==> src/rtl/core/vdu_pkg.sv <==
package vdu_pkg;

	localparam int ELEM_WIDTH_DEF = 16;
	localparam int MAX_DIM_DEF = 1024;

	localparam int ACC_W = 48;
	localparam int MAG_W = ACC_W + 1;
	localparam int ROOT_W = ACC_W / 2;
	localparam int METRIC_W = 3;
	localparam int Q_DEPTH = 2;
	localparam int Q_PTR_W = (Q_DEPTH > 1) ? $clog2(Q_DEPTH) : 1;
	localparam int Q_CNT_W = $clog2(Q_DEPTH + 1);

	localparam logic [MAG_W-1:0] MAG_CAP = MAG_W'(1) << ACC_W;
	localparam logic [ACC_W-1:0] ONE_Q16 = ACC_W'(65536);

	localparam logic [METRIC_W-1:0] METRIC_SQ_EUCLID = 3'd0;
	localparam logic [METRIC_W-1:0] METRIC_EUCLID = 3'd1;
	localparam logic [METRIC_W-1:0] METRIC_MANHATTAN = 3'd2;
	localparam logic [METRIC_W-1:0] METRIC_DOT = 3'd3;
	localparam logic [METRIC_W-1:0] METRIC_COSINE = 3'd4;

	typedef struct packed {
		logic [ACC_W-1:0] sq_sum;
		logic [ACC_W-1:0] abs_sum;
		logic [ACC_W-1:0] dot_sum;
		logic [ACC_W-1:0] na_sum;
		logic [ACC_W-1:0] nb_sum;
		logic clip;
		logic [METRIC_W-1:0] metric;
	} vdu_snap_t;

	typedef struct packed {
		logic [ACC_W-1:0] val;
		logic clip;
	} vdu_sum_t;

	typedef struct packed {
		logic start;
		logic [ACC_W-1:0] operand;
	} vdu_sqrt_req_t;

	typedef struct packed {
		logic done;
		logic [ROOT_W-1:0] root;
	} vdu_sqrt_rsp_t;

	function automatic vdu_sum_t sat_add(logic [ACC_W-1:0] acc, logic neg,
			logic [MAG_W-1:0] mag);
		logic signed [ACC_W+2:0] acc_x;
		logic signed [ACC_W+2:0] mag_x;
		logic signed [ACC_W+2:0] r;
		vdu_sum_t o;
		acc_x = $signed({{3{acc[ACC_W-1]}}, acc});
		mag_x = $signed({2'b00, mag});
		r = neg ? (acc_x - mag_x) : (acc_x + mag_x);
		if (r[ACC_W+2:ACC_W-1] == '0 || r[ACC_W+2:ACC_W-1] == '1) begin
			o.val = r[ACC_W-1:0];
			o.clip = 1'b0;
		end else if (r[ACC_W+2]) begin
			o.val = {1'b1, {(ACC_W-1){1'b0}}};
			o.clip = 1'b1;
		end else begin
			o.val = {1'b0, {(ACC_W-1){1'b1}}};
			o.clip = 1'b1;
		end
		return o;
	endfunction

endpackage

==> src/rtl/core/vdu_queue.sv <==
module vdu_queue (
	input logic clk,
	input logic arst_n,
	input logic wr_en,
	input vdu_pkg::vdu_snap_t wr_data,
	input logic rd_en,
	output vdu_pkg::vdu_snap_t rd_data,
	output logic [vdu_pkg::Q_CNT_W-1:0] count
);

	localparam int PTRW = vdu_pkg::Q_PTR_W;

	vdu_pkg::vdu_snap_t mem_q [vdu_pkg::Q_DEPTH];
	logic [PTRW-1:0] wr_ptr_q, rd_ptr_q;
	logic [vdu_pkg::Q_CNT_W-1:0] count_q;

	function automatic logic [PTRW-1:0] next_ptr(logic [PTRW-1:0] p);
		if (p == PTRW'(vdu_pkg::Q_DEPTH - 1)) begin
			return '0;
		end
		return p + PTRW'(1);
	endfunction

	assign rd_data = mem_q[rd_ptr_q];
	assign count = count_q;

	always_ff @(posedge clk or negedge arst_n) begin
		if (!arst_n) begin
			wr_ptr_q <= '0;
			rd_ptr_q <= '0;
			count_q <= '0;
		end else begin
			if (wr_en) begin
				wr_ptr_q <= next_ptr(wr_ptr_q);
			end
			if (rd_en) begin
				rd_ptr_q <= next_ptr(rd_ptr_q);
			end
			if (wr_en && !rd_en) begin
				count_q <= count_q + vdu_pkg::Q_CNT_W'(1);
			end else if (!wr_en && rd_en) begin
				count_q <= count_q - vdu_pkg::Q_CNT_W'(1);
			end
		end
	end

	always_ff @(posedge clk) begin
		if (wr_en) begin
			mem_q[wr_ptr_q] <= wr_data;
		end
	end

endmodule

==> config.mk <==
export PLATFORM = sky130hd
export DESIGN_NAME = vdu_queue
export DESIGN_NICKNAME = d
export VERILOG_FILES = /design/src/rtl/core/vdu_pkg.sv /design/src/rtl/core/vdu_queue.sv
export SDC_FILE = /design/constraint.sdc
export NUM_CORES = 1
export LEC_CHECK = 0
export BUFFER_PORTS_ARGS = -buffer_cell sky130_fd_sc_hd__buf_2
export CORE_ASPECT_RATIO = 1.1
export CORE_UTILIZATION = 49
export CTS_BUF_LIST = sky130_fd_sc_hd__clkbuf_4
export CTS_CLUSTER_DIAMETER = 150
export CTS_CLUSTER_SIZE = 24
export DETAILED_ROUTE_END_ITERATION = 16
export PLACE_DENSITY_LB_ADDON = 0.1
export SLEW_MARGIN = 10
export SYNTH_ARGS = -nofsm -noshare
export SYNTH_HDL_FRONTEND = slang
export SYNTH_SLANG_ARGS = --single-unit
==> constraint.sdc <==
create_clock -name clk -period 12.45 [get_ports clk]
set_input_delay 0 -clock clk [delete_from_list [all_inputs] [get_ports clk]]
set_output_delay 0 -clock clk [all_outputs]
set_load 0.02 [all_outputs]
==> results of run 1 <==
[through the flow]
stage / setup slack, ns / instance area [µm²]
after floorplan: 0.414 / 18000
after detailed placement: 9.07 / 20900
after global placement: 9.13 / 20900
[cell families after synthesis]
group	synth area share, %
flops	82.1
mux	16.3
buf+inv	1.14
xor+xnor	0.244
simple gates	0.0906
fa+ha+maj	0.0696
==> out/results.txt, run 1 <==
Status = did not finish
Fail Step = clock tree synthesis
Tool error = [ERROR RSZ-0060] Max buffer count reached.
Seq cells post-synth = 492
Post-synthesis sequential area ratio = 82.1%
Post-synth top area share = 81.6%
Clk sink count = 492
Initial Util = 49.7%
Htree depth = 1
Core Rows = 73
Hold_buf cts = 356
Number of synthesized flops with an enable pin = 488
Yosys warning count = 0
IO Port Bufs = 493
CTS Buf Count = 24
Syn Inst Count = 773
Most frequent cell after synthesis = edfxtp_1
Commonest cells post-synth = edfxtp_1 (488), mux2_2 (194), mux2_4 (50)
Post-synth top area cell = edfxtp_1
Clock root buffer = clkbuf_4
GPL Wtd Cong = 0.797
Synth top area cells = edfxtp_1 (82%), mux2_2 (12%), mux2_4 (4.2%)
Post-synthesis cell area = 0.0180 mm²
Avg Inst Size Synth = 23.2 µm²
Die Y = 203 µm
Synth async-reset ratio = 0.813%
DIE WIDTH = 185 µm
Setup bufs post-CTS = 0
Synth Net Count = 1,022
Clock Path Buffers = 3
Yosys cell types = 14
Main synth FF type = edfxtp_1
Resize count post-CTS = 0
Placed Cells = 1,734
Io pins = 494
Hpwl dp = 26,200 µm
==> run 2: changes to the inputs <==
==> config.mk (replaced) <==
export PLATFORM = sky130hd
export DESIGN_NAME = vdu_queue
export DESIGN_NICKNAME = d
export VERILOG_FILES = /design/src/rtl/core/vdu_pkg.sv /design/src/rtl/core/vdu_queue.sv
export SDC_FILE = /design/constraint.sdc
export NUM_CORES = 1
export LEC_CHECK = 0
export BUFFER_PORTS_ARGS = -buffer_cell sky130_fd_sc_hd__buf_2
export CORE_UTILIZATION = 40
export DETAILED_ROUTE_END_ITERATION = 16
export PLACE_DENSITY_LB_ADDON = 0.15
export SLEW_MARGIN = 10
export SYNTH_ARGS = -nofsm -noshare
export SYNTH_HDL_FRONTEND = slang
export SYNTH_SLANG_ARGS = --single-unit
==> constraint.sdc (replaced) <==
create_clock -name clk -period 16.2 [get_ports clk]
set_input_delay 0 -clock clk [delete_from_list [all_inputs] [get_ports clk]]
set_output_delay 0 -clock clk [all_outputs]
set_load 0.02 [all_outputs]
==> out/results.txt, run 2 <==
Most frequent cell after synthesis = edfxtp_1
Gr usage total = 18.1%
Syn Inst Count = 773
Post-synthesis sequential area ratio = 82.1%
Setup crit start = rd_ptr_q
Largest Register = mem_q
Seq cells post-synth = 492
Post-synth top area share = 81.6%
Post-route clock period utilization = 23.7%
Htree depth = 2
Setup TNS Final = 0 ns
Number of synthesized flops with an enable pin = 488
Critical-path maximum fanout = 66
Core Rows = 77
Clock root buffer = clkbuf_16
PD cells = 170 mW/mm²
Fin Clk Skew = 0.00970 ns
XOR/XNOR Fraction of Synth Area = 0.244%
Initial Util = 40.6%
Detailed Route Iter0 Violations = 512
Endpoints failing setup = 0
Max VDD drop = 0.147 mV
Worst slew pin tran = 1.10 ns
Post-synthesis mux area share = 16.3%
Worst-skew pair later-pin latency = 0.57 ns
Synth top area cells = edfxtp_1 (82%), mux2_2 (12%), mux2_4 (4.2%)
Post-DR vias/cell = 4.65
Total die area = 0.0458 mm²
Commonest cells post-synth = edfxtp_1 (488), mux2_2 (194), mux2_4 (50)
NumNets Final = 1,800
Status = completed
Clk sink count = 492
Layout cells sized above 1 = 51.4%
Io pins = 494
Die Y = 214 µm
Largest family of logic cells by synthesized area = multiplexers
Post-synthesis cell area = 0.0180 mm²
Minimum clock period = 3.84 ns
# DRC = 0
Max transition margin = 26.9%
Crit path kind = register to output port
Total wire length = 42,000 µm
Yosys cell types = 14
Largest net degree at the start of global routing = 75
GPL Wtd Cong = 0.850
Post-synthesis compound-gate area fraction = 0%
Simple-gate area share of the yosys netlist = 0.0905%
Most frequent cells in the layout = buf_2 (493), edfxtp_1 (488), dlygate4sd3_1 (248)
Area growth syn-to-layout = 40.1%
Post-synth top area cell = edfxtp_1
DRT Pass-1 Iters = 4
Startpoint types = register
Synth async-reset ratio = 0.813%
Most common cell after layout, fill and taps aside = buf_2
Synth Net Count = 1,022
Worst Hold Launch = wr_data[221]
First-pass GRT wire length = 63,100 µm
Via count = 10,200
Fillcell total = 3,456
Antenna-violating nets left = 0
Layout Utilization = 56.9%
Worst R2R Start = wr_ptr_q
Hold Vio Cnt, Final = 0
Avg Inst Size Synth = 23.2 µm²
CTS Buf Count = 52
Hpwl dp = 27,500 µm
Clock Path Buffers = 3
Adder-cell share of the synthesized area = 0.0696%
CTS tree = done
Max Cap Viol = 0
Clock-pin slew on the worst setup and hold paths = 0.06 ns
Arr. time, crit path = 3.84 ns
Grt ovf = 0
Number of global-route vias before repair = 11,000
Leakage = 9.66 nW
Slew Viols, Final = 0
Wirelength per Cell = 19.2 µm
Critical Path RT = 16.20 ns
Yosys warning count = 0
Worst min path class = input pin to register
DIE WIDTH = 214 µm
RSZ-0062 raised after global routing = false
Max Freq = 260 MHz
IO Port Bufs = 493
Resize count post-CTS = 0
Main synth FF type = edfxtp_1
CP Capture Type = output port
Initial antenna violation count = 2
Core footprint = 0.0442 mm²
Max reg flops = 488
run 2: cell families (layout without fill, tap and decap cells):
family,Yosys count,count (layout)
flip-flops,492,492
multiplexers,244,244
buffers and inverters,28,845
XOR/XNOR,5,5
AND/OR/NAND/NOR,3,3
adder cells (fa/ha/maj),1,1
other,0,4
run 2: metal layers:
layer  global-route usage (%)  wire (µm)  vias to the layer above
met1                     21.3      16400                     5009
met2                     30.3      20800                      395
li1                         -          -                     4664
met5                        0          0                        -
met3                     5.96       3400                       86
met4                     8.01       1460                        0
run 2: where the power goes:
group | switching (mW) | internal (mW) | total [mW]
registers | 0.0873 | 1.69 | 1.78
logic | 0.812 | 0.557 | 1.37
clock network | 0.458 | 0.662 | 1.12
total | 1.36 | 2.91 | 4.27
run 2: layout make-up:
type	instances	area [µm²]	share of cell area, %
flip-flops and latches	492	14800	58.6
repair buffers	751	5020	20.0
multi-input cells	253	3020	12.0
clock buffers	71	1430	5.70
well taps	592	741	2.94
clock inverters	22	178	0.706
diodes	4	10.0	0.0398
inverters	1	3.75	0.0149
run 2: worst max-delay path, cell delays in order, from the launching register on:
cell	delay (ns)
dfrtp_4	0.92
buf_4	0.82
buf_4	0.77
mux2_2	0.41
buf_2	0.16
run 2: timing repair:
| action | CTS | global route |
|---|---|---|
| setup buffers | 0 | 0 |
| endpoints found under the setup margin | 0 | 0 |
| hold buffers | 248 | 0 |
| hold endpoints to repair | 496 | 0 |
run 2: final timing paths:
check	end	slack, ns	depth (start not counted)
max	rd_data[231]	12.36	4
min	mem_q[1][221]	0.14	2
max reg2reg	mem_q[1][187]	12.99	3
min reg2reg	count[1]	0.49	1
max in group asynchronous	rd_ptr_q	15.59	3
min in group asynchronous	rd_ptr_q	0.40	3
run 2: metrics by stage:
step,setup WS (ns),hold WS [ns],std cells,instance area (µm²),power [mW]
finish,12.36,0.145,2186,25200,4.27
global route,12.13,0.114,2184,25200,4.45
CTS,12.30,0.0959,2182,25200,4.33
detailed placement,12.93,-0.184,1841,21100,3.14
global placement,12.94,-0.186,1841,21100,3.14
floorplan,4.16,-0.296,773,18000,2.79
Power figures use the tool's default switching activity.
