## config.mk

```make
export PLATFORM = sky130hd
export DESIGN_NAME = vdu_front
export DESIGN_NICKNAME = d
export VERILOG_FILES = /design/src/rtl/core/vdu_pkg.sv /design/src/rtl/core/vdu_front.sv
export SDC_FILE = /design/constraint.sdc
export NUM_CORES = 2
export LEC_CHECK = 0
export ABC_CLOCK_PERIOD_IN_PS = 8000
export BUFFER_PORTS_ARGS = -buffer_cell sky130_fd_sc_hd__clkbuf_2
export CAP_MARGIN = 0
export CELL_PAD_IN_SITES_DETAIL_PLACEMENT = 2
export CELL_PAD_IN_SITES_GLOBAL_PLACEMENT = 2
export CORE_ASPECT_RATIO = 1.2
export CORE_MARGIN = 10
export CORE_UTILIZATION = 40
export DETAILED_ROUTE_END_ITERATION = 8
export PLACE_DENSITY_LB_ADDON = 0.1
export SYNTH_ARGS = -nofsm -noshare
export SYNTH_HDL_FRONTEND = slang
export SYNTH_SLANG_ARGS = --single-unit
```

## constraint.sdc

```tcl
create_clock -name clk -period 8 [get_ports clk]
set_input_delay 2.4 -clock clk [delete_from_list [all_inputs] [get_ports clk]]
set_output_delay 2.4 -clock clk [all_outputs]
set_load 0.03 [all_outputs]
```

## src/rtl/core/vdu_pkg.sv

```systemverilog
package vdu_pkg;

	localparam int ELEM_WIDTH_DEF = 16;
	localparam int MAX_DIM_DEF = 1024;

	localparam int ACC_W = 48;
	localparam int MAG_W = ACC_W + 1;
	localparam int ROOT_W = ACC_W / 2;
	localparam int METRIC_W = 3;
	localparam int Q_DEPTH = 2;
	localparam int Q_PTR_W = (Q_DEPTH > 1) ? $clog2(Q_DEPTH) : 1;
	localparam int Q_CNT_W = $clog2(Q_DEPTH + 1);

	localparam logic [MAG_W-1:0] MAG_CAP = MAG_W'(1) << ACC_W;
	localparam logic [ACC_W-1:0] ONE_Q16 = ACC_W'(65536);

	localparam logic [METRIC_W-1:0] METRIC_SQ_EUCLID = 3'd0;
	localparam logic [METRIC_W-1:0] METRIC_EUCLID = 3'd1;
	localparam logic [METRIC_W-1:0] METRIC_MANHATTAN = 3'd2;
	localparam logic [METRIC_W-1:0] METRIC_DOT = 3'd3;
	localparam logic [METRIC_W-1:0] METRIC_COSINE = 3'd4;

	typedef struct packed {
		logic [ACC_W-1:0] sq_sum;
		logic [ACC_W-1:0] abs_sum;
		logic [ACC_W-1:0] dot_sum;
		logic [ACC_W-1:0] na_sum;
		logic [ACC_W-1:0] nb_sum;
		logic clip;
		logic [METRIC_W-1:0] metric;
	} vdu_snap_t;

	typedef struct packed {
		logic [ACC_W-1:0] val;
		logic clip;
	} vdu_sum_t;

	typedef struct packed {
		logic start;
		logic [ACC_W-1:0] operand;
	} vdu_sqrt_req_t;

	typedef struct packed {
		logic done;
		logic [ROOT_W-1:0] root;
	} vdu_sqrt_rsp_t;

	function automatic vdu_sum_t sat_add(logic [ACC_W-1:0] acc, logic neg,
			logic [MAG_W-1:0] mag);
		logic signed [ACC_W+2:0] acc_x;
		logic signed [ACC_W+2:0] mag_x;
		logic signed [ACC_W+2:0] r;
		vdu_sum_t o;
		acc_x = $signed({{3{acc[ACC_W-1]}}, acc});
		mag_x = $signed({2'b00, mag});
		r = neg ? (acc_x - mag_x) : (acc_x + mag_x);
		if (r[ACC_W+2:ACC_W-1] == '0 || r[ACC_W+2:ACC_W-1] == '1) begin
			o.val = r[ACC_W-1:0];
			o.clip = 1'b0;
		end else if (r[ACC_W+2]) begin
			o.val = {1'b1, {(ACC_W-1){1'b0}}};
			o.clip = 1'b1;
		end else begin
			o.val = {1'b0, {(ACC_W-1){1'b1}}};
			o.clip = 1'b1;
		end
		return o;
	endfunction

endpackage

```

## src/rtl/core/vdu_front.sv

```systemverilog
module vdu_front #(
	parameter int ELEM_WIDTH = vdu_pkg::ELEM_WIDTH_DEF,
	parameter int MAX_DIM = vdu_pkg::MAX_DIM_DEF
) (
	input logic clk,
	input logic arst_n,
	input logic push,
	output logic full,
	input logic signed [ELEM_WIDTH-1:0] a_elem,
	input logic signed [ELEM_WIDTH-1:0] b_elem,
	input logic last,
	input logic [vdu_pkg::METRIC_W-1:0] metric,
	input logic [vdu_pkg::Q_CNT_W-1:0] q_count,
	output logic snap_push,
	output vdu_pkg::vdu_snap_t snap
);

	localparam int E = ELEM_WIDTH;
	localparam int PW = (2 * E + 2 > vdu_pkg::MAG_W) ? 2 * E + 2 : vdu_pkg::MAG_W;
	localparam int CW = $clog2(MAX_DIM + 1);
	localparam int MW = vdu_pkg::MAG_W;
	localparam int AW = vdu_pkg::ACC_W;

	logic accept;
	logic signed [E:0] a_x, b_x, d_x, an_x, bn_x;
	logic [E:0] dmag, amag, bmag;
	logic [PW-1:0] sq_p, dot_p, na_p, nb_p;
	logic fin;
	logic [CW:0] cnt_inc;

	logic valid_s1, fin_s1, dot_neg_s1;
	logic [MW-1:0] sq_m_s1, abs_m_s1, dot_m_s1, na_m_s1, nb_m_s1;
	logic [CW-1:0] cnt_q;
	logic [AW-1:0] sq_q, abs_q, dot_q, na_q, nb_q;
	logic clip_q;

	vdu_pkg::vdu_sum_t sq_n, abs_n, dot_n, na_n, nb_n;
	logic clip_n;

	function automatic logic [MW-1:0] cap(logic [PW-1:0] p);
		if (p > PW'(vdu_pkg::MAG_CAP)) begin
			return vdu_pkg::MAG_CAP;
		end
		return p[MW-1:0];
	endfunction

	assign full = ({1'b0, q_count} + (vdu_pkg::Q_CNT_W+1)'(valid_s1 & fin_s1))
		>= (vdu_pkg::Q_CNT_W+1)'(vdu_pkg::Q_DEPTH);
	assign accept = push && !full;

	always_comb begin
		a_x = {a_elem[E-1], a_elem};
		b_x = {b_elem[E-1], b_elem};
		d_x = a_x - b_x;
		an_x = -a_x;
		bn_x = -b_x;
		dmag = d_x[E] ? $unsigned(-d_x) : $unsigned(d_x);
		amag = a_x[E] ? $unsigned(an_x) : $unsigned(a_x);
		bmag = b_x[E] ? $unsigned(bn_x) : $unsigned(b_x);
		sq_p = PW'(dmag) * PW'(dmag);
		dot_p = PW'(amag) * PW'(bmag);
		na_p = PW'(amag) * PW'(amag);
		nb_p = PW'(bmag) * PW'(bmag);
		cnt_inc = {1'b0, cnt_q} + (CW+1)'(1);
		fin = last || (cnt_inc >= (CW+1)'(MAX_DIM));
	end

	always_comb begin
		sq_n = vdu_pkg::sat_add(sq_q, 1'b0, sq_m_s1);
		abs_n = vdu_pkg::sat_add(abs_q, 1'b0, abs_m_s1);
		dot_n = vdu_pkg::sat_add(dot_q, dot_neg_s1, dot_m_s1);
		na_n = vdu_pkg::sat_add(na_q, 1'b0, na_m_s1);
		nb_n = vdu_pkg::sat_add(nb_q, 1'b0, nb_m_s1);
		clip_n = clip_q | sq_n.clip | abs_n.clip | dot_n.clip | na_n.clip | nb_n.clip;
		snap_push = valid_s1 && fin_s1;
		snap.sq_sum = sq_n.val;
		snap.abs_sum = abs_n.val;
		snap.dot_sum = dot_n.val;
		snap.na_sum = na_n.val;
		snap.nb_sum = nb_n.val;
		snap.clip = clip_n;
		snap.metric = metric;
	end

	always_ff @(posedge clk or negedge arst_n) begin
		if (!arst_n) begin
			valid_s1 <= 1'b0;
			fin_s1 <= 1'b0;
			cnt_q <= '0;
			sq_q <= '0;
			abs_q <= '0;
			dot_q <= '0;
			na_q <= '0;
			nb_q <= '0;
			clip_q <= 1'b0;
		end else begin
			valid_s1 <= accept;
			if (accept) begin
				fin_s1 <= fin;
				cnt_q <= fin ? '0 : cnt_inc[CW-1:0];
			end
			if (valid_s1) begin
				if (fin_s1) begin
					sq_q <= '0;
					abs_q <= '0;
					dot_q <= '0;
					na_q <= '0;
					nb_q <= '0;
					clip_q <= 1'b0;
				end else begin
					sq_q <= sq_n.val;
					abs_q <= abs_n.val;
					dot_q <= dot_n.val;
					na_q <= na_n.val;
					nb_q <= nb_n.val;
					clip_q <= clip_n;
				end
			end
		end
	end

	always_ff @(posedge clk) begin
		if (accept) begin
			sq_m_s1 <= cap(sq_p);
			abs_m_s1 <= MW'(dmag);
			dot_m_s1 <= cap(dot_p);
			dot_neg_s1 <= a_elem[E-1] ^ b_elem[E-1];
			na_m_s1 <= cap(na_p);
			nb_m_s1 <= cap(nb_p);
		end
	end

endmodule

```

### Word level (Yosys, flattened, before mapping)

Cells that the tools add are included.

* $add $sub $neg: 12
* $mul: 4
* $lt $le $gt $ge: 6
* eq/ne operators: 5
* muxes and demuxes: 37
* bitwise gates (word level): 7
* reductions and logical operators: 14

Operators by type and width (number)
* 2-to-1 mux 49 bit: 14
* 2-to-1 mux 48 bit: 5
* adder 48 x 50 -> 51 bit: 4
* greater-than comparator 34 x 49 -> 1 bit, second input constant: 4
* multiplier 17 x 17 -> 34 bit: 4
* 2-to-1 mux 34 bit: 4
* 2-to-1 mux 17 bit: 3
* 2-to-1 mux 51 bit: 1
* subtractor 48 x 50 -> 51 bit: 1
* adder 48 x 18 -> 49 bit: 1
* negator 16 -> 17 bit: 2
* equality test 4 bit, second input constant: 5
* zero test 4 bit: 5
* negator 17 bit: 1
* subtractor 16 x 16 -> 17 bit: 1
* adder 11 x 1 -> 12 bit, second input constant: 1
* greater-or-equal comparator 12 x 11 -> 1 bit, second input constant: 1
* 2-to-1 mux 11 bit: 1
* 2-to-1 mux 1 bit: 9
* logical OR 1 bit: 6
* bitwise OR 1 bit: 5
* adder 2 x 1 -> 3 bit: 1
* greater-or-equal comparator 3 x 2 -> 1 bit, second input constant: 1
* logical AND 1 bit: 2
* other kinds (3): 3

* register bits after elaboration: 412
* word-level logic and storage cells: 104

### Logic depth before layout (Yosys ltp)

* word-level depth: 10
* gate-level depth with buffers: 42
* gate-level depth less buffers: 38

### Worst setup path before layout

No wires, ideal clock.

* path kind: input to register
* from: in a_elem[0]
* to: reg sq_m_s1[32], data pin
* setup time: 0.288 ns
* data arrival time: 11.012 ns
* slack: -3.300 ns
* stages: 38
* path buffers: 4
* cells stage by stage: clkbuf_1 clkinv_1 clkbuf_1 ha_1 fa_1 nor2b_1 o31a_1 o21ai_1 a21boi_0 o21ai_0 a2111oi_0 and3_1 a21oi_1 xnor2_1 clkbuf_1 nor2_1 fa_1 inv_1 [2 not listed] fa_1 fa_1 fa_1 inv_1 fa_1 inv_1 ha_1 clkbuf_1 a21o_1 a21o_1 a21o_1 a21o_1 a21oi_1 nor2b_1 o21ai_0 nand3_1 a31oi_1 o311ai_0

* word-level cells in the longest chain between the ends: 8

Ends and longest elaborated chain
* from (decl): line vdu_front.sv:9 `input logic signed [ELEM_WIDTH-1:0] a_elem,`
* subtractor 16 x 16 -> 17 bit *: line vdu_front.sv:54 `d_x = a_x - b_x;`
* negator 17 bit: line vdu_front.sv:57 `dmag = d_x[E] ? $unsigned(-d_x) : $unsigned(d_x);`
* 2-to-1 mux 17 bit *: line vdu_front.sv:57
* multiplier 17 x 17 -> 34 bit *: line vdu_front.sv:60 `sq_p = PW'(dmag) * PW'(dmag);`
* via sq_p[32]: line vdu_front.sv:27 `logic [PW-1:0] sq_p, dot_p, na_p, nb_p;`
* greater-than comparator 34 x 49 -> 1 bit: line vdu_front.sv:41 `if (p > PW'(vdu_pkg::MAG_CAP)) begin`
* 2-to-1 mux 1 bit: line vdu_front.sv:41
* 2-to-1 mux 1 bit: line vdu_front.sv:123 `if (accept) begin`
* 2-to-1 mux 34 bit *: line vdu_front.sv:44 `return p[MW-1:0];`
* to (signal assigned): line vdu_front.sv:124 `sq_m_s1 <= cap(sq_p);`
* to (decl): line vdu_front.sv:32 `logic [MW-1:0] sq_m_s1, abs_m_s1, dot_m_s1, na_m_s1, nb_m_s1;`

Mark *: on every way through the listed nets, which the timed path passes. The rest lies on a longest branch. The select of a mux whose other input is x is not followed.
A chain may end at the register's enable or synchronous reset.

### Worst setup path after layout

* from: in a_elem[0]
* to: reg dot_m_s1[33], data pin

* word-level cells in the longest chain between the ends: 7

Ends and longest elaborated chain
* negator 16 -> 17 bit: line vdu_front.sv:55 `an_x = -a_x;`
* 2-to-1 mux 17 bit *: line vdu_front.sv:58 `amag = a_x[E] ? $unsigned(an_x) : $unsigned(a_x);`
* multiplier 17 x 17 -> 34 bit *: line vdu_front.sv:61 `dot_p = PW'(amag) * PW'(bmag);`
* via dot_p[33]: line vdu_front.sv:27
* greater-than comparator 34 x 49 -> 1 bit: line vdu_front.sv:41
* 2-to-1 mux 1 bit: line vdu_front.sv:41
* 2-to-1 mux 1 bit: line vdu_front.sv:123
* 2-to-1 mux 34 bit *: line vdu_front.sv:44
* to (signal assigned): line vdu_front.sv:126 `dot_m_s1 <= cap(dot_p);`
* to (decl): line vdu_front.sv:32

Marked as above.

==> impl_results.md <==
* Hold path depth at 1
* Final Cell Area at a little over 80000 µm²
* Initial antenna violation count at 15
* Register area share after synthesis at between 15 and 20%
* Final HPWL DP at 233000 µm
* Root Driver: clkbuf_16
* Core ar. at 153000 µm²
* Row count at 157
* GRT overflow at 0
* PortBufs at between 200 and 300
* Number of H-tree levels at 2
* Nets@finish at about 10000
* Status: finished, violations left
* Most area-consuming cells after synthesis: fa_1 (26%), ha_1 (12%), dfrtp_1 (10%), edfxtp_1 (7.3%), inv_1 (7.3%)
* Worst slew pin tran at between 1 and 1.5 ns
* Dominant combinational cell family by area after synthesis: adder cells
* First-pass GRT wire length at 508000 µm
* R2r setup slk at 0.93 ns
* Worst slew margin at under 10%
* Met2 wire length at 197000 µm
* Clock Skew at 0.0431 ns
* CTS tree: done
* Post-route ant nets at 0
* Multiplexer area fraction after synthesis at less than 1%
* Hold path startpoint: sq_q[0]
* Vias in the first global route at 75100
* CTS Sinks at approximately 400
* Met3 wire length at between 30000 and 40000 µm
* Post-synth EDFFs at 150
* Crit path largest cell delay at 0.74 ns
* Clock Latency Late Sink at around 0.72 ns
* Startpoint Class: input port
* Violated checks: negative setup slack
* Period utilization at 134%
* Synth cell types at between 100 and 150
* Final setup vio count at approximately 300
* Crit path arrival time at between 10 and 15 ns
* Reg2reg end: dot_q[18]
* Most frequent cells in the layout: buf_4 (1116), inv_1 (1102), fa_1 (749)
* FF-to-FF path depth at 25
* DRC Markers at 0
* Per-cell routed wire length at between 40 and 50 µm
* Hold crit path type: register to register
* Synth warn at 0
* Worst Path Max Fanout at 18
* Synth Flop Type: dfrtp_1
* Starting density of the core at around 40%
* Reg2Reg Launch Point: dot_m_s1[4]
* Post-synthesis compound-gate area fraction at between 10 and 15%
* Fraction of registers with async set/reset at roughly 63%
* Die footprint at between 150000 and 200000 µm²
* WHS at ~0.5 ns
* Crit Path Class: input port to register
* Pre-CTS WS at -3.02 ns
* CTS clock-pin slew for the worst setup and hold paths at approximately 0.070 ns
* WL met1 at ~140000 µm
* Avg Inst Size Synth at about 8.7 µm²
* Commonest non-fill, non-tap cell in the layout: buf_4
* Area leader, netlist: fa_1
* Drt total wl at 426000 µm
* Placed inst area at 74700 µm²
* Slowest CP cell: fa_1
* Synth Area in XOR/XNOR at ~6%
* RD Place Congestion at ~0.9
* Yosys reg bits at 404
* Max-cap viol count at 0
* Layout cells sized above 1 at 29.0%
* Adder-Cell Fraction of Synth Area at around 38%
* Max Used Layer: met5
* CTS hold repair buffers at 0
* WP data required at between 8 and 9 ns
* Area grow syn2layout at 33.7%
* Max Clk Rate at roughly 93 MHz
* Yosys top cell area share at between 20% and 30%
* Final hold vios at 0
* CTS Buffer Depth at 3
* Minimum clock period at ~11 ns
* CP endpoint kind: register
* Num CTS Buffers at between 50 and 60
* Worst Hold End: sq_q[0]
* Die Ht at approximately 450 µm
* Slew Limit Fails at 0
* Vias per cell at about 6.6
* RSZ-0062 raised after global routing: true
* DIE WIDTH at between 300 and 400 µm
* Simple logic cell fraction of the synthesized area at a little over an eighth
* Iteration-0 DRC Markers at 7279
* Synthesized area at 61600 µm²
* Setup TNS at -307.18 ns
* Fin worst setup slack at -2.75 ns
* DR pass1 iterations at 6
* I/O pin count at roughly 290
* Maximum number of pins on one net before global-route repair at 100
* Total global-route track usage at 39.7%
* Syn Inst Count at between 7000 and 8000
* Via count of the routed design at approximately 70000
## timing repair
action                     4_1_cts  5_1_grt
gates cloned                     0       13
pin swaps                      179      305
setup endpoints to repair      172      247
setup buffers                   70      155
resized for setup              362      737
## layer usage
layer	GRT usage (%)	vias up
met5	0	-
met1	40.9	35200
met3	7.39	2926
li1	-	25900
met2	70.2	5679
met4	31.3	18
## registers in the layout, indices dropped and copies added, names as in the netlist
| register | count |
|---|---|
| fin_s1 | 1 |
| dot_neg_s1 | 1 |
| abs_m_s1 | 17 |
| nb_q | 48 |
| nb_m_s1 | 33 |
| abs_q | 48 |
| valid_s1 | 1 |
| dot_m_s1 | 34 |
| na_q | 48 |
| sq_q | 48 |
| dot_q | 48 |
| clip_q | 1 |
| cnt_q | 11 |
| na_m_s1 | 33 |
| sq_m_s1 | 32 |
## worst max-delay path by stage
stage	start	to	slack, ns	cells after the start
5_1_grt	a_elem[0]	sq_m_s1[26]	-2.69	38
3_5_place_dp	a_elem[0]	sq_m_s1[33]	-3.02	34
3_3_place_gp	b_elem[0]	sq_m_s1[33]	-2.67	35
2_1_floorplan	a_elem[0]	sq_m_s1[32]	-2.38	40
6_report	a_elem[0]	dot_m_s1[33]	-2.75	31
4_1_cts	a_elem[0]	sq_m_s1[33]	-1.88	38
## synthesized netlist by cell type (20+ instances only)
| master | count |
|---|---|
| or3_1 | 33 |
| nand2b_1 | 41 |
| and2_1 | 27 |
| a21o_1 | 129 |
| a31oi_1 | 43 |
| o31ai_1 | 35 |
| o2bb2ai_1 | 30 |
| a21oi_1 | 398 |
| fa_1 | 802 |
| o21ai_0 | 350 |
| nand2_1 | 785 |
| a211oi_1 | 25 |
| nor3_1 | 85 |
| edfxtp_1 | 150 |
| nor2_1 | 588 |
| ha_1 | 608 |
| o211ai_1 | 33 |
| dfrtp_1 | 254 |
| a22o_1 | 79 |
| o21a_1 | 47 |
| nand4_1 | 55 |
| clkbuf_1 | 248 |
| nor2b_1 | 40 |
| and3_1 | 57 |
| xnor2_1 | 287 |
| inv_1 | 1199 |
| nand3_1 | 113 |
| o21bai_1 | 44 |
| xor2_1 | 130 |
| o21ai_1 | 20 |
## cell families (layout without fill, tap and decap cells)
group	count (synthesis)	after routing
xor gates and xnor gates	420	420
AOI/OAI and AO/OA	1423	1423
and+or+nand+nor	1915	1918
other	2	125
adders and majority gates	1410	1410
muxes	7	7
DFF	404	404
buffers and inverters	1501	2857
## per-stage QoR
stage / std cells / utilization (%)
4_1_cts: 10400 / 51.3
6_report: 10600 / 53.9
2_1_floorplan: 7197 / -
3_5_place_dp: 10300 / 48.9
3_3_place_gp: 10300 / 48.9
5_1_grt: 10500 / 53.9
## cell type report
type | count | area (µm²)
Inverter | 1219 | 4650
Sequential cell | 404 | 10900
Antenna cell | 8 | 20.0
Clock buffer | 64 | 1360
Fill cell | 16100 | 70500
Tap cell | 1987 | 2490
Clock inverter | 31 | 413
Multi-Input combinational cell | 5295 | 50200
Timing Repair Buffer | 1543 | 12300
## worst max-delay path, delay by kind of cell
| kind | cells | cell delay, ns |
|---|---|---|
| xor+xnor | 2 | 0.80 |
| compound gates | 9 | 2.56 |
| fa+ha+maj | 8 | 3.61 |
| buf+inv | 9 | 1.48 |
| simple gates | 3 | 0.28 |
Power is left out: the tool's default activity adds up to more than one toggle a clock period on the data nets, which glitch-free logic cannot reach.
