[src/rtl/core/vdu_pkg.sv]
package vdu_pkg;

	localparam int ELEM_WIDTH_DEF = 16;
	localparam int MAX_DIM_DEF = 1024;

	localparam int ACC_W = 48;
	localparam int MAG_W = ACC_W + 1;
	localparam int ROOT_W = ACC_W / 2;
	localparam int METRIC_W = 3;
	localparam int Q_DEPTH = 2;
	localparam int Q_PTR_W = (Q_DEPTH > 1) ? $clog2(Q_DEPTH) : 1;
	localparam int Q_CNT_W = $clog2(Q_DEPTH + 1);

	localparam logic [MAG_W-1:0] MAG_CAP = MAG_W'(1) << ACC_W;
	localparam logic [ACC_W-1:0] ONE_Q16 = ACC_W'(65536);

	localparam logic [METRIC_W-1:0] METRIC_SQ_EUCLID = 3'd0;
	localparam logic [METRIC_W-1:0] METRIC_EUCLID = 3'd1;
	localparam logic [METRIC_W-1:0] METRIC_MANHATTAN = 3'd2;
	localparam logic [METRIC_W-1:0] METRIC_DOT = 3'd3;
	localparam logic [METRIC_W-1:0] METRIC_COSINE = 3'd4;

	typedef struct packed {
		logic [ACC_W-1:0] sq_sum;
		logic [ACC_W-1:0] abs_sum;
		logic [ACC_W-1:0] dot_sum;
		logic [ACC_W-1:0] na_sum;
		logic [ACC_W-1:0] nb_sum;
		logic clip;
		logic [METRIC_W-1:0] metric;
	} vdu_snap_t;

	typedef struct packed {
		logic [ACC_W-1:0] val;
		logic clip;
	} vdu_sum_t;

	typedef struct packed {
		logic start;
		logic [ACC_W-1:0] operand;
	} vdu_sqrt_req_t;

	typedef struct packed {
		logic done;
		logic [ROOT_W-1:0] root;
	} vdu_sqrt_rsp_t;

	function automatic vdu_sum_t sat_add(logic [ACC_W-1:0] acc, logic neg,
			logic [MAG_W-1:0] mag);
		logic signed [ACC_W+2:0] acc_x;
		logic signed [ACC_W+2:0] mag_x;
		logic signed [ACC_W+2:0] r;
		vdu_sum_t o;
		acc_x = $signed({{3{acc[ACC_W-1]}}, acc});
		mag_x = $signed({2'b00, mag});
		r = neg ? (acc_x - mag_x) : (acc_x + mag_x);
		if (r[ACC_W+2:ACC_W-1] == '0 || r[ACC_W+2:ACC_W-1] == '1) begin
			o.val = r[ACC_W-1:0];
			o.clip = 1'b0;
		end else if (r[ACC_W+2]) begin
			o.val = {1'b1, {(ACC_W-1){1'b0}}};
			o.clip = 1'b1;
		end else begin
			o.val = {1'b0, {(ACC_W-1){1'b1}}};
			o.clip = 1'b1;
		end
		return o;
	endfunction

endpackage

[src/rtl/core/vdu_sqrt.sv]
module vdu_sqrt (
	input logic clk,
	input logic arst_n,
	input vdu_pkg::vdu_sqrt_req_t req,
	output vdu_pkg::vdu_sqrt_rsp_t rsp
);

	localparam int AW = vdu_pkg::ACC_W;

	logic busy_q, done_q;
	logic [AW-1:0] v_q, res_q, bit_q;
	logic [AW:0] trial;

	assign trial = {1'b0, res_q} + {1'b0, bit_q};
	assign rsp.done = done_q;
	assign rsp.root = res_q[vdu_pkg::ROOT_W-1:0];

	always_ff @(posedge clk or negedge arst_n) begin
		if (!arst_n) begin
			busy_q <= 1'b0;
			done_q <= 1'b0;
		end else begin
			done_q <= 1'b0;
			if (req.start) begin
				busy_q <= 1'b1;
			end else if (busy_q && bit_q[0]) begin
				busy_q <= 1'b0;
				done_q <= 1'b1;
			end
		end
	end

	always_ff @(posedge clk) begin
		if (req.start) begin
			v_q <= req.operand;
			res_q <= '0;
			bit_q <= AW'(1) << (AW - 2);
		end else if (busy_q) begin
			if ({1'b0, v_q} >= trial) begin
				v_q <= v_q - trial[AW-1:0];
				res_q <= (res_q >> 1) + bit_q;
			end else begin
				res_q <= res_q >> 1;
			end
			bit_q <= bit_q >> 2;
		end
	end

endmodule

[src/rtl/core/vdu_back.sv]
module vdu_back (
	input logic clk,
	input logic arst_n,
	input logic [vdu_pkg::Q_CNT_W-1:0] q_count,
	input vdu_pkg::vdu_snap_t q_data,
	output logic q_pop,
	output logic empty,
	input logic pop,
	output logic signed [vdu_pkg::ACC_W-1:0] distance,
	output logic saturated
);

	localparam int AW = vdu_pkg::ACC_W;
	localparam int RW = vdu_pkg::ROOT_W;
	localparam int NW = AW + 16;
	localparam int DCW = $clog2(NW);

	typedef enum logic [3:0] {
		ST_IDLE,
		ST_DECODE,
		ST_ROOT,
		ST_NA,
		ST_NB,
		ST_MUL,
		ST_DIVSET,
		ST_DIV,
		ST_CLAMP,
		ST_OUT
	} state_t;

	state_t state_q;
	vdu_pkg::vdu_snap_t cur_q;
	vdu_pkg::vdu_sqrt_req_t sq_req_q;
	vdu_pkg::vdu_sqrt_rsp_t sq_rsp;
	logic [RW-1:0] na_root_q, nb_root_q;
	logic [AW-1:0] prod_q, rem_q, res_q;
	logic [NW-1:0] num_q, quo_q;
	logic [DCW-1:0] div_cnt_q;
	logic out_valid_q, saturated_q;
	logic signed [AW-1:0] distance_q;
	logic [AW-1:0] dot_mag;
	logic [AW:0] rem_sh;
	logic [16:0] q_clamp;

	vdu_sqrt u_sqrt (
		.clk(clk),
		.arst_n(arst_n),
		.req(sq_req_q),
		.rsp(sq_rsp)
	);

	assign q_pop = (state_q == ST_IDLE) && (q_count != '0);
	assign empty = !out_valid_q;
	assign distance = distance_q;
	assign saturated = saturated_q;

	always_comb begin
		dot_mag = cur_q.dot_sum[AW-1] ? (~cur_q.dot_sum + AW'(1)) : cur_q.dot_sum;
		rem_sh = {rem_q, num_q[NW-1]};
		q_clamp = (quo_q > NW'(65536)) ? 17'd65536 : quo_q[16:0];
	end

	always_ff @(posedge clk or negedge arst_n) begin
		if (!arst_n) begin
			state_q <= ST_IDLE;
			out_valid_q <= 1'b0;
			sq_req_q.start <= 1'b0;
		end else begin
			sq_req_q.start <= 1'b0;
			if (out_valid_q && pop && state_q != ST_OUT) begin
				out_valid_q <= 1'b0;
			end
			unique case (state_q)
				ST_IDLE: begin
					if (q_count != '0) begin
						cur_q <= q_data;
						state_q <= ST_DECODE;
					end
				end
				ST_DECODE: begin
					case (cur_q.metric)
						vdu_pkg::METRIC_SQ_EUCLID: begin
							res_q <= cur_q.sq_sum;
							state_q <= ST_OUT;
						end
						vdu_pkg::METRIC_EUCLID: begin
							sq_req_q.start <= 1'b1;
							sq_req_q.operand <= cur_q.sq_sum;
							state_q <= ST_ROOT;
						end
						vdu_pkg::METRIC_MANHATTAN: begin
							res_q <= cur_q.abs_sum;
							state_q <= ST_OUT;
						end
						vdu_pkg::METRIC_DOT: begin
							res_q <= cur_q.dot_sum;
							state_q <= ST_OUT;
						end
						vdu_pkg::METRIC_COSINE: begin
							if (cur_q.na_sum[AW-1] || cur_q.na_sum == '0 ||
									cur_q.nb_sum[AW-1] || cur_q.nb_sum == '0) begin
								res_q <= vdu_pkg::ONE_Q16;
								state_q <= ST_OUT;
							end else begin
								sq_req_q.start <= 1'b1;
								sq_req_q.operand <= cur_q.na_sum;
								state_q <= ST_NA;
							end
						end
						default: begin
							res_q <= '0;
							state_q <= ST_OUT;
						end
					endcase
				end
				ST_ROOT: begin
					if (sq_rsp.done) begin
						res_q <= AW'(sq_rsp.root);
						state_q <= ST_OUT;
					end
				end
				ST_NA: begin
					if (sq_rsp.done) begin
						na_root_q <= sq_rsp.root;
						sq_req_q.start <= 1'b1;
						sq_req_q.operand <= cur_q.nb_sum;
						state_q <= ST_NB;
					end
				end
				ST_NB: begin
					if (sq_rsp.done) begin
						nb_root_q <= sq_rsp.root;
						state_q <= ST_MUL;
					end
				end
				ST_MUL: begin
					prod_q <= AW'(na_root_q) * AW'(nb_root_q);
					state_q <= ST_DIVSET;
				end
				ST_DIVSET: begin
					if (prod_q == '0) begin
						res_q <= vdu_pkg::ONE_Q16;
						state_q <= ST_OUT;
					end else begin
						num_q <= {dot_mag, 16'h0000};
						rem_q <= '0;
						quo_q <= '0;
						div_cnt_q <= '0;
						state_q <= ST_DIV;
					end
				end
				ST_DIV: begin
					num_q <= num_q << 1;
					if (rem_sh >= {1'b0, prod_q}) begin
						rem_q <= AW'(rem_sh - {1'b0, prod_q});
						quo_q <= {quo_q[NW-2:0], 1'b1};
					end else begin
						rem_q <= rem_sh[AW-1:0];
						quo_q <= {quo_q[NW-2:0], 1'b0};
					end
					div_cnt_q <= div_cnt_q + DCW'(1);
					if (div_cnt_q == DCW'(NW - 1)) begin
						state_q <= ST_CLAMP;
					end
				end
				ST_CLAMP: begin
					if (cur_q.dot_sum[AW-1]) begin
						res_q <= vdu_pkg::ONE_Q16 + AW'(q_clamp);
					end else begin
						res_q <= vdu_pkg::ONE_Q16 - AW'(q_clamp);
					end
					state_q <= ST_OUT;
				end
				ST_OUT: begin
					if (!out_valid_q || pop) begin
						out_valid_q <= 1'b1;
						distance_q <= $signed(res_q);
						saturated_q <= cur_q.clip;
						state_q <= ST_IDLE;
					end
				end
				default: begin
					state_q <= ST_IDLE;
				end
			endcase
		end
	end

endmodule

[config.mk]
export PLATFORM = sky130hd
export DESIGN_NAME = vdu_back
export DESIGN_NICKNAME = d
export VERILOG_FILES = /design/src/rtl/core/vdu_pkg.sv /design/src/rtl/core/vdu_sqrt.sv /design/src/rtl/core/vdu_back.sv
export SDC_FILE = /design/constraint.sdc
export NUM_CORES = 2
export LEC_CHECK = 0
export ABC_AREA = 1
export BUFFER_PORTS_ARGS = -buffer_cell sky130_fd_sc_hd__buf_2
export CORE_AREA = 4 4 308 310
export CTS_CLUSTER_SIZE = 12
export DETAILED_ROUTE_END_ITERATION = 10
export DIE_AREA = 0 0 312 314
export GPL_TIMING_DRIVEN = 0
export PLACE_DENSITY = 0.87
export SYNTH_ARGS = -nofsm -noshare
export SYNTH_HDL_FRONTEND = slang
export SYNTH_SLANG_ARGS = --single-unit
[constraint.sdc]
create_clock -name clk -period 38.8 [get_ports clk]
set_clock_uncertainty 0.05 [all_clocks]
set_input_delay 3.88 -clock clk [delete_from_list [all_inputs] [get_ports clk]]
set_output_delay 3.88 -clock clk [all_outputs]
set_load 0.02 [all_outputs]
; After elaboration in Yosys (flattened, before gate mapping)
; Cells that the tools add are included.
; Widths: inputs -> output; s select.
[word_totals]
in_bits = 249
mem_bits_rw = 0
latchBits = 0
mem_bits_ro = 0
ff_bits = 795
n_memories = 0
[op_classes]
n_mux = 43
reduce_logical = 31
shifts = 0
eq_ne = 27
bitwise = 1
n_lt_le_gt_ge = 3
div_mod_pow = 0
n_mul = 1
addsub = 8
[ops]
columns = cell, count
row1 = $mux 48, 11
row2 = $pmux 64 s2, 2
row3 = $pmux 48 s5, 1
row4 = $pmux 49 s2, 2
row5 = $pmux 48 s4, 1
row6 = $logic_not 48->1, 3
row7 = $mux 64, 2
row8 = $mux 49, 2
row9 = $pmux 48 s2, 1
row10 = $sub 48x48->48, 2
row11 = $gt 64x17->1 const B, 1
row12 = $add 48x47->49, 1
row13 = $ge 48x49->1, 1
row14 = $ge 49x48->1, 1
row15 = $add 47x47->48, 1
row16 = $add 48x1->48 const B, 1
row17 = $mul 24x24->48, 1
row18 = $not 48->48, 1
row19 = $pmux 4 s10, 1
row20 = $mux 4, 8
row21 = $add 17x17->18 const A, 1
row22 = $sub 17x17->18 const A, 1
row23 = $mux 17, 1
row24 = $eq 4x3->1 const B, 4
row25 = other kinds (28), 63

; Logic depth before layout (Yosys ltp)
[depth]
depth_word = 7
mapped_depth = 33

; Modules after synthesis
; Synthesis repeated with hierarchy kept, for this count alone.
[hier_totals]
cells_unflattened = 7703
area_unflattened_um2 = 63490.9
[modules_own_cells]
columns = module, n_inst, area_each_um2, cells_each
row1 = vdu_back, 1, 49912.9, 5468
row2 = vdu_sqrt, 1, 13578.0, 2235

; Worst setup path after synthesis
; No wires, ideal clock.
[synth_path]
path_kind = input-to-reg
from = input arst_n
to = register cur_q[0] (netlist bit), enable pin
stages = 2
path_buffers = 0
setup_ns = 1.148
slack_ns = 17.223
arrival_time_ns = 20.379
required_ns = 37.602
path_cell_list = inv_1 > nor3_1
[synth_via]
elab_chain_len = 1
[synth_lines]
columns = element, line_no
row1 = start: declaration, vdu_back.sv:3  ; input logic arst_n,
row2 = $reduce_and 3->1 (no source line), --
row3 = end signal: assignment, vdu_back.sv:76  ; cur_q <= q_data;
row4 = end: declaration, vdu_back.sv:32  ; vdu_pkg::vdu_snap_t cur_q;
; Every way passes these cells.
; A chain may end at the register's enable or synchronous reset.

; Worst setup path after layout
[layout_path]
from = input q_count[1] (netlist bit)
to = output q_pop
[layout_via]
elab_chain_len = 2
[layout_lines]
columns = element, line_no
row1 = start: declaration, vdu_back.sv:4  ; input logic [vdu_pkg::Q_CNT_W-1:0] q_count,
row2 = $reduce_bool 2->1, vdu_back.sv:52  ; assign q_pop = (state_q == ST_IDLE) && (q_count != '0);
row3 = $logic_and 1x1->1, vdu_back.sv:52
row4 = end: declaration, vdu_back.sv:6  ; output logic q_pop,
; Every way passes these cells.

==> impl_results.md <==
- Outcome: finished clean
- Via count of the routed design: between 50000 and 60000
- Static leakage: ~32 nW
- Post-Route Utilization: between 70 and 80%
- Switching power share of the total: 47.00%
- Remaining routing DRC violations: 0
- Total number of clock tree sinks: 779
- Quantity of I/O buffers inserted on ports: about 300
- Worst Tran Pin Value: around 1.2 ns
- Wire length of the first global-routing pass: 335000 um
- Clock network power share: between 10% and 20%
- Path type of the worst min-delay path: reg -> reg
- Most common cell after layout, fill and taps aside: nand2_1
- Total global routing overflow: 0
- Count of cell types in the netlist: 61
- Cell Count, Final, Fillers Out: approximately 9000
- Count of cells along the worst register-to-register path: 24
- Reg2reg end: prod_q[47]$_DFFE_PP_
- Overall Power: 4.416 mW
- Required arrival time at the worst endpoint: 34.87 ns
- Warnings from Yosys: 0
- Worst hold endpoint: distance[15]$_DFFE_PP_
- Type of element capturing the critical path: output port
- Max Cap Viol: 0
- Net Count, Synth: ~8400
- Post-Synthesis Mean Instance Area: between 8 and 9 sq um
- Maximum cell stage delay along the critical path: 0.62 ns
- CTS buffer count: 83
- Pin count of the biggest net entering global routing: between 100 and 150
- Top layer reached by signal wires: met5
- Setup Fix Bufs, Post-CTS: 0
- Cell count of the worst hold path: 0
- Hold_sp: res_q[15]$_DFFE_PP_
- Final Hold Viols: 0
- Antenna Nets Post-Route: 0
- Routed via count divided by cell count: about 6.2
- Post-synth top flop: edfxtp_1
- Proportion of power drawn by flip-flops and latches: roughly 30%
- Cells after DPL: between 8000 and 9000
- Full die area: between 90000 and 100000 sq um
- Kind of cell adding the most delay to the critical path: simple AND/OR/NAND/NOR gates
- CTS tree: yes
- Post-route setup TNS: 0 ns
- Layout cell share with drive strength beyond 1: around 7%
- Critical path fanouts, max: 3
- Async set-reset flop share out of synthesis: 1.027%
- Clock edge transition at the registers on the reported setup and hold paths: approximately 0.06 ns
- Most used cells in the layout excluding fill and tap cells: 1632 x nand2_1, 1487 x inv_1, 699 x edfxtp_1
- Number of enable flip-flop cells after synthesis: 699
- Met3 routed wirelength: about 27000 um
- Peak Freq: about 110 MHz
- Summed instance area of the synthesized netlist: between 60000 and 70000 sq um
- Worst slew margin: between 20% and 30%
- Crit share post-route: 23.48%
- Startpoint of the lowest-slack register-to-register path: na_root_q[14]$_DFFE_PP_
- Buffer and inverter count on the worst path: 2
- Critical path start-end classification: in -> out
- Slew Viols, Final: 0
- WL met1: between 70000 and 80000 um
- Number of instances resized during post-cts repair: 0
- Layout Nets: between 8000 and 9000
- Layout-stage area growth over the synthesis result: 9.786%
- Worst endpoint data arrival time: around 5.2 ns
- Count of hold-fix buffers inserted at cts: 0
- Number of register bits inferred by synthesis: slightly below 800
- Initial drt markers: approximately 7700
- Initial Util: 67.97%
- Min Tclk post-route: 9.110 ns
- Routed length per placed instance: roughly 25 um
- Clock network latency to the later pin of the worst-skew pair: 0.69 ns
- Post-DP HPWL: roughly 180000 um
- Clock Tree Buf Depth: 3
- DR pass1 iterations: 8
- Synth Instances: 7357
- Internal power: 2.340 mW
- IR drop worst, VDD: 0.00005728 V
- Crit-path slowest cell: nor2_1
- Flop2flop setup slack: about 30 ns
- Level count of the clock H-tree: 3
- Total number of placement rows: ~110
- GRT Util Overall: 45.85%
- Worst Setup Start Kind: primary input
- Combinational fraction of design power: a little over half
- Power density relative to cell area: roughly 65 nW/um^2
- I/O pin count: 300
- Total routed wirelength: ~230000 um
- Vias in the first global route: 56450
- Sw power: 2.076 mW
- Met2 WL post-DR: about 100000 um
- Part of the Yosys area used for sequential elements: roughly 36%
- Setup repair after global routing missed its margin: false
- Cell-by-cell trace of the critical path: buf_2 > nor2_1 > nor2_1 > buf_2
- Die width: 312 um
- Core footprint: 91660 sq um
- Y dimension of the die: ~310 um
- CTS Root Cell: clkbuf_16
- Number of antenna violations at the first check in global routing: 11
- RD Place Congestion: ~1.1
- Final setup violation count: 0
-- cell usage after synthesis, types with 17 or more instances --
cell / instances / area [sq um]
a221oi_1: 26 / 227.7
o21a_1: 17 / 127.6
nand3_1: 269 / 1346
inv_2: 17 / 63.81
a21oi_1: 332 / 1662
a21o_1: 32 / 240.2
inv_1: 1488 / 5585
or2_2: 20 / 125.1
o21bai_1: 41 / 307.8
dfxtp_1: 72 / 1441
a31oi_1: 47 / 294.0
fa_1: 484 / 9689
ha_1: 323 / 4041
nor2_1: 598 / 2245
o21ai_0: 342 / 1712
a22oi_1: 61 / 457.9
clkbuf_1: 200 / 750.7
nand4_1: 111 / 694.4
nor3_1: 64 / 320.3
o21ai_1: 24 / 120.1
xor2_1: 129 / 1130
edfxtp_1: 699 / 20990
xnor2_1: 79 / 691.9
nand2_1: 1633 / 6130
o31ai_1: 22 / 165.2
o211ai_1: 20 / 150.1
nor4_1: 58 / 362.9
-- cells by family (layout without fill, tap and decap cells) --
logic type	count (synthesis)	after routing	share of synthesized area (%)
multiplexers	1	1	0.01607
XOR/XNOR	208	208	2.924
flip-flops	779	779	36.32
other	0	7	0
AND/OR/NAND/NOR	2791	2791	18.50
AO/OA/AOI/OAI	1026	1026	9.581
adder cells (fa/ha/maj)	807	807	22.04
buffers and inverters	1745	2219	10.62
-- worst register-to-register path: stages, from the launching register on --
cell	delay, ns
edfxtp_1	0.60
clkbuf_1	0.90
nand2_1	0.18
fa_1	0.57
inv_1	0.06
fa_1	0.49
inv_1	0.06
fa_1	0.49
inv_1	0.05
fa_1	0.46
fa_1	0.48
fa_1	0.51
inv_1	0.06
fa_1	0.84
inv_1	0.11
ha_1	0.37
nand2_1	0.14
o21ai_0	0.29
a21oi_1	0.22
o21ai_0	0.10
a21oi_1	0.44
inv_1	0.12
nand3_1	0.12
o21ai_0	0.11
xor2_1	0.16
-- layer usage --
layer / vias up / global-route usage, %
li1: 24440 / -
met1: 25900 / 51.63
met2: 4515 / 72.34
met3: 1311 / 11.65
met4: 10 / 41.41
met5: - / 0
-- power by group through the flow --
stage,logic [mW],registers [mW],clock network [mW]
4_1_cts,2.22,1.31,0.777
3_3_place_gp,2.12,1.37,0
5_1_grt,2.51,1.33,0.815
2_1_floorplan,1.55,1.29,0
6_report,2.31,1.33,0.784
3_5_place_dp,2.19,1.33,0
-- layout make-up --
class                           count  area [sq um]
Sequential cell                   779         22630
Fill cell                        6543         23260
Clock inverter                     30         355.3
Inverter                         1507          5662
Multi-Input combinational cell   4833         33100
Buffer                            238         958.4
Antenna cell                        7         17.52
Tap cell                         1186          1484
Timing Repair Buffer              333          1942
Clock buffer                      111          2253
-- per-stage QoR --
step | setup slack, ns | instance area, sq um | hold WS (ns)
floorplan | 17.22 | 62310 | 0.3503
global placement | 11.57 | 65290 | 0.3525
detailed placement | 29.73 | 65770 | 0.3545
CTS | 29.73 | 68380 | 0.3660
global route | 29.65 | 68390 | 0.3675
finish | 29.69 | 68400 | 0.3670
-- worst max path at each step --
stage	to	cells past startpoint	slack, ns	start
after floorplan	cur_q[0]$_DFFE_PP_	2	17.22	arst_n
after global placement	cur_q[1]$_DFFE_PP_	3	11.57	arst_n
after detailed placement	q_pop	4	29.73	q_count[1]
after CTS	q_pop	4	29.73	q_count[1]
after global routing	q_pop	4	29.65	q_count[1]
final	q_pop	4	29.69	q_count[1]
-- sequential cells by signal, indices dropped and copies added, names as in the netlist --
name,count
cur_q,244
distance,48
div_cnt_q,6
na_root_q,24
nb_root_q,24
num_q,48
out_valid_q,1
prod_q,48
quo_q,64
rem_q,48
res_q,48
saturated,1
sq_req_q,49
state_q,4
u_sqrt.bit_q,24
u_sqrt.busy_q,1
u_sqrt.done_q,1
u_sqrt.res_q,48
u_sqrt.v_q,48
(Power assumes the default switching activity.)
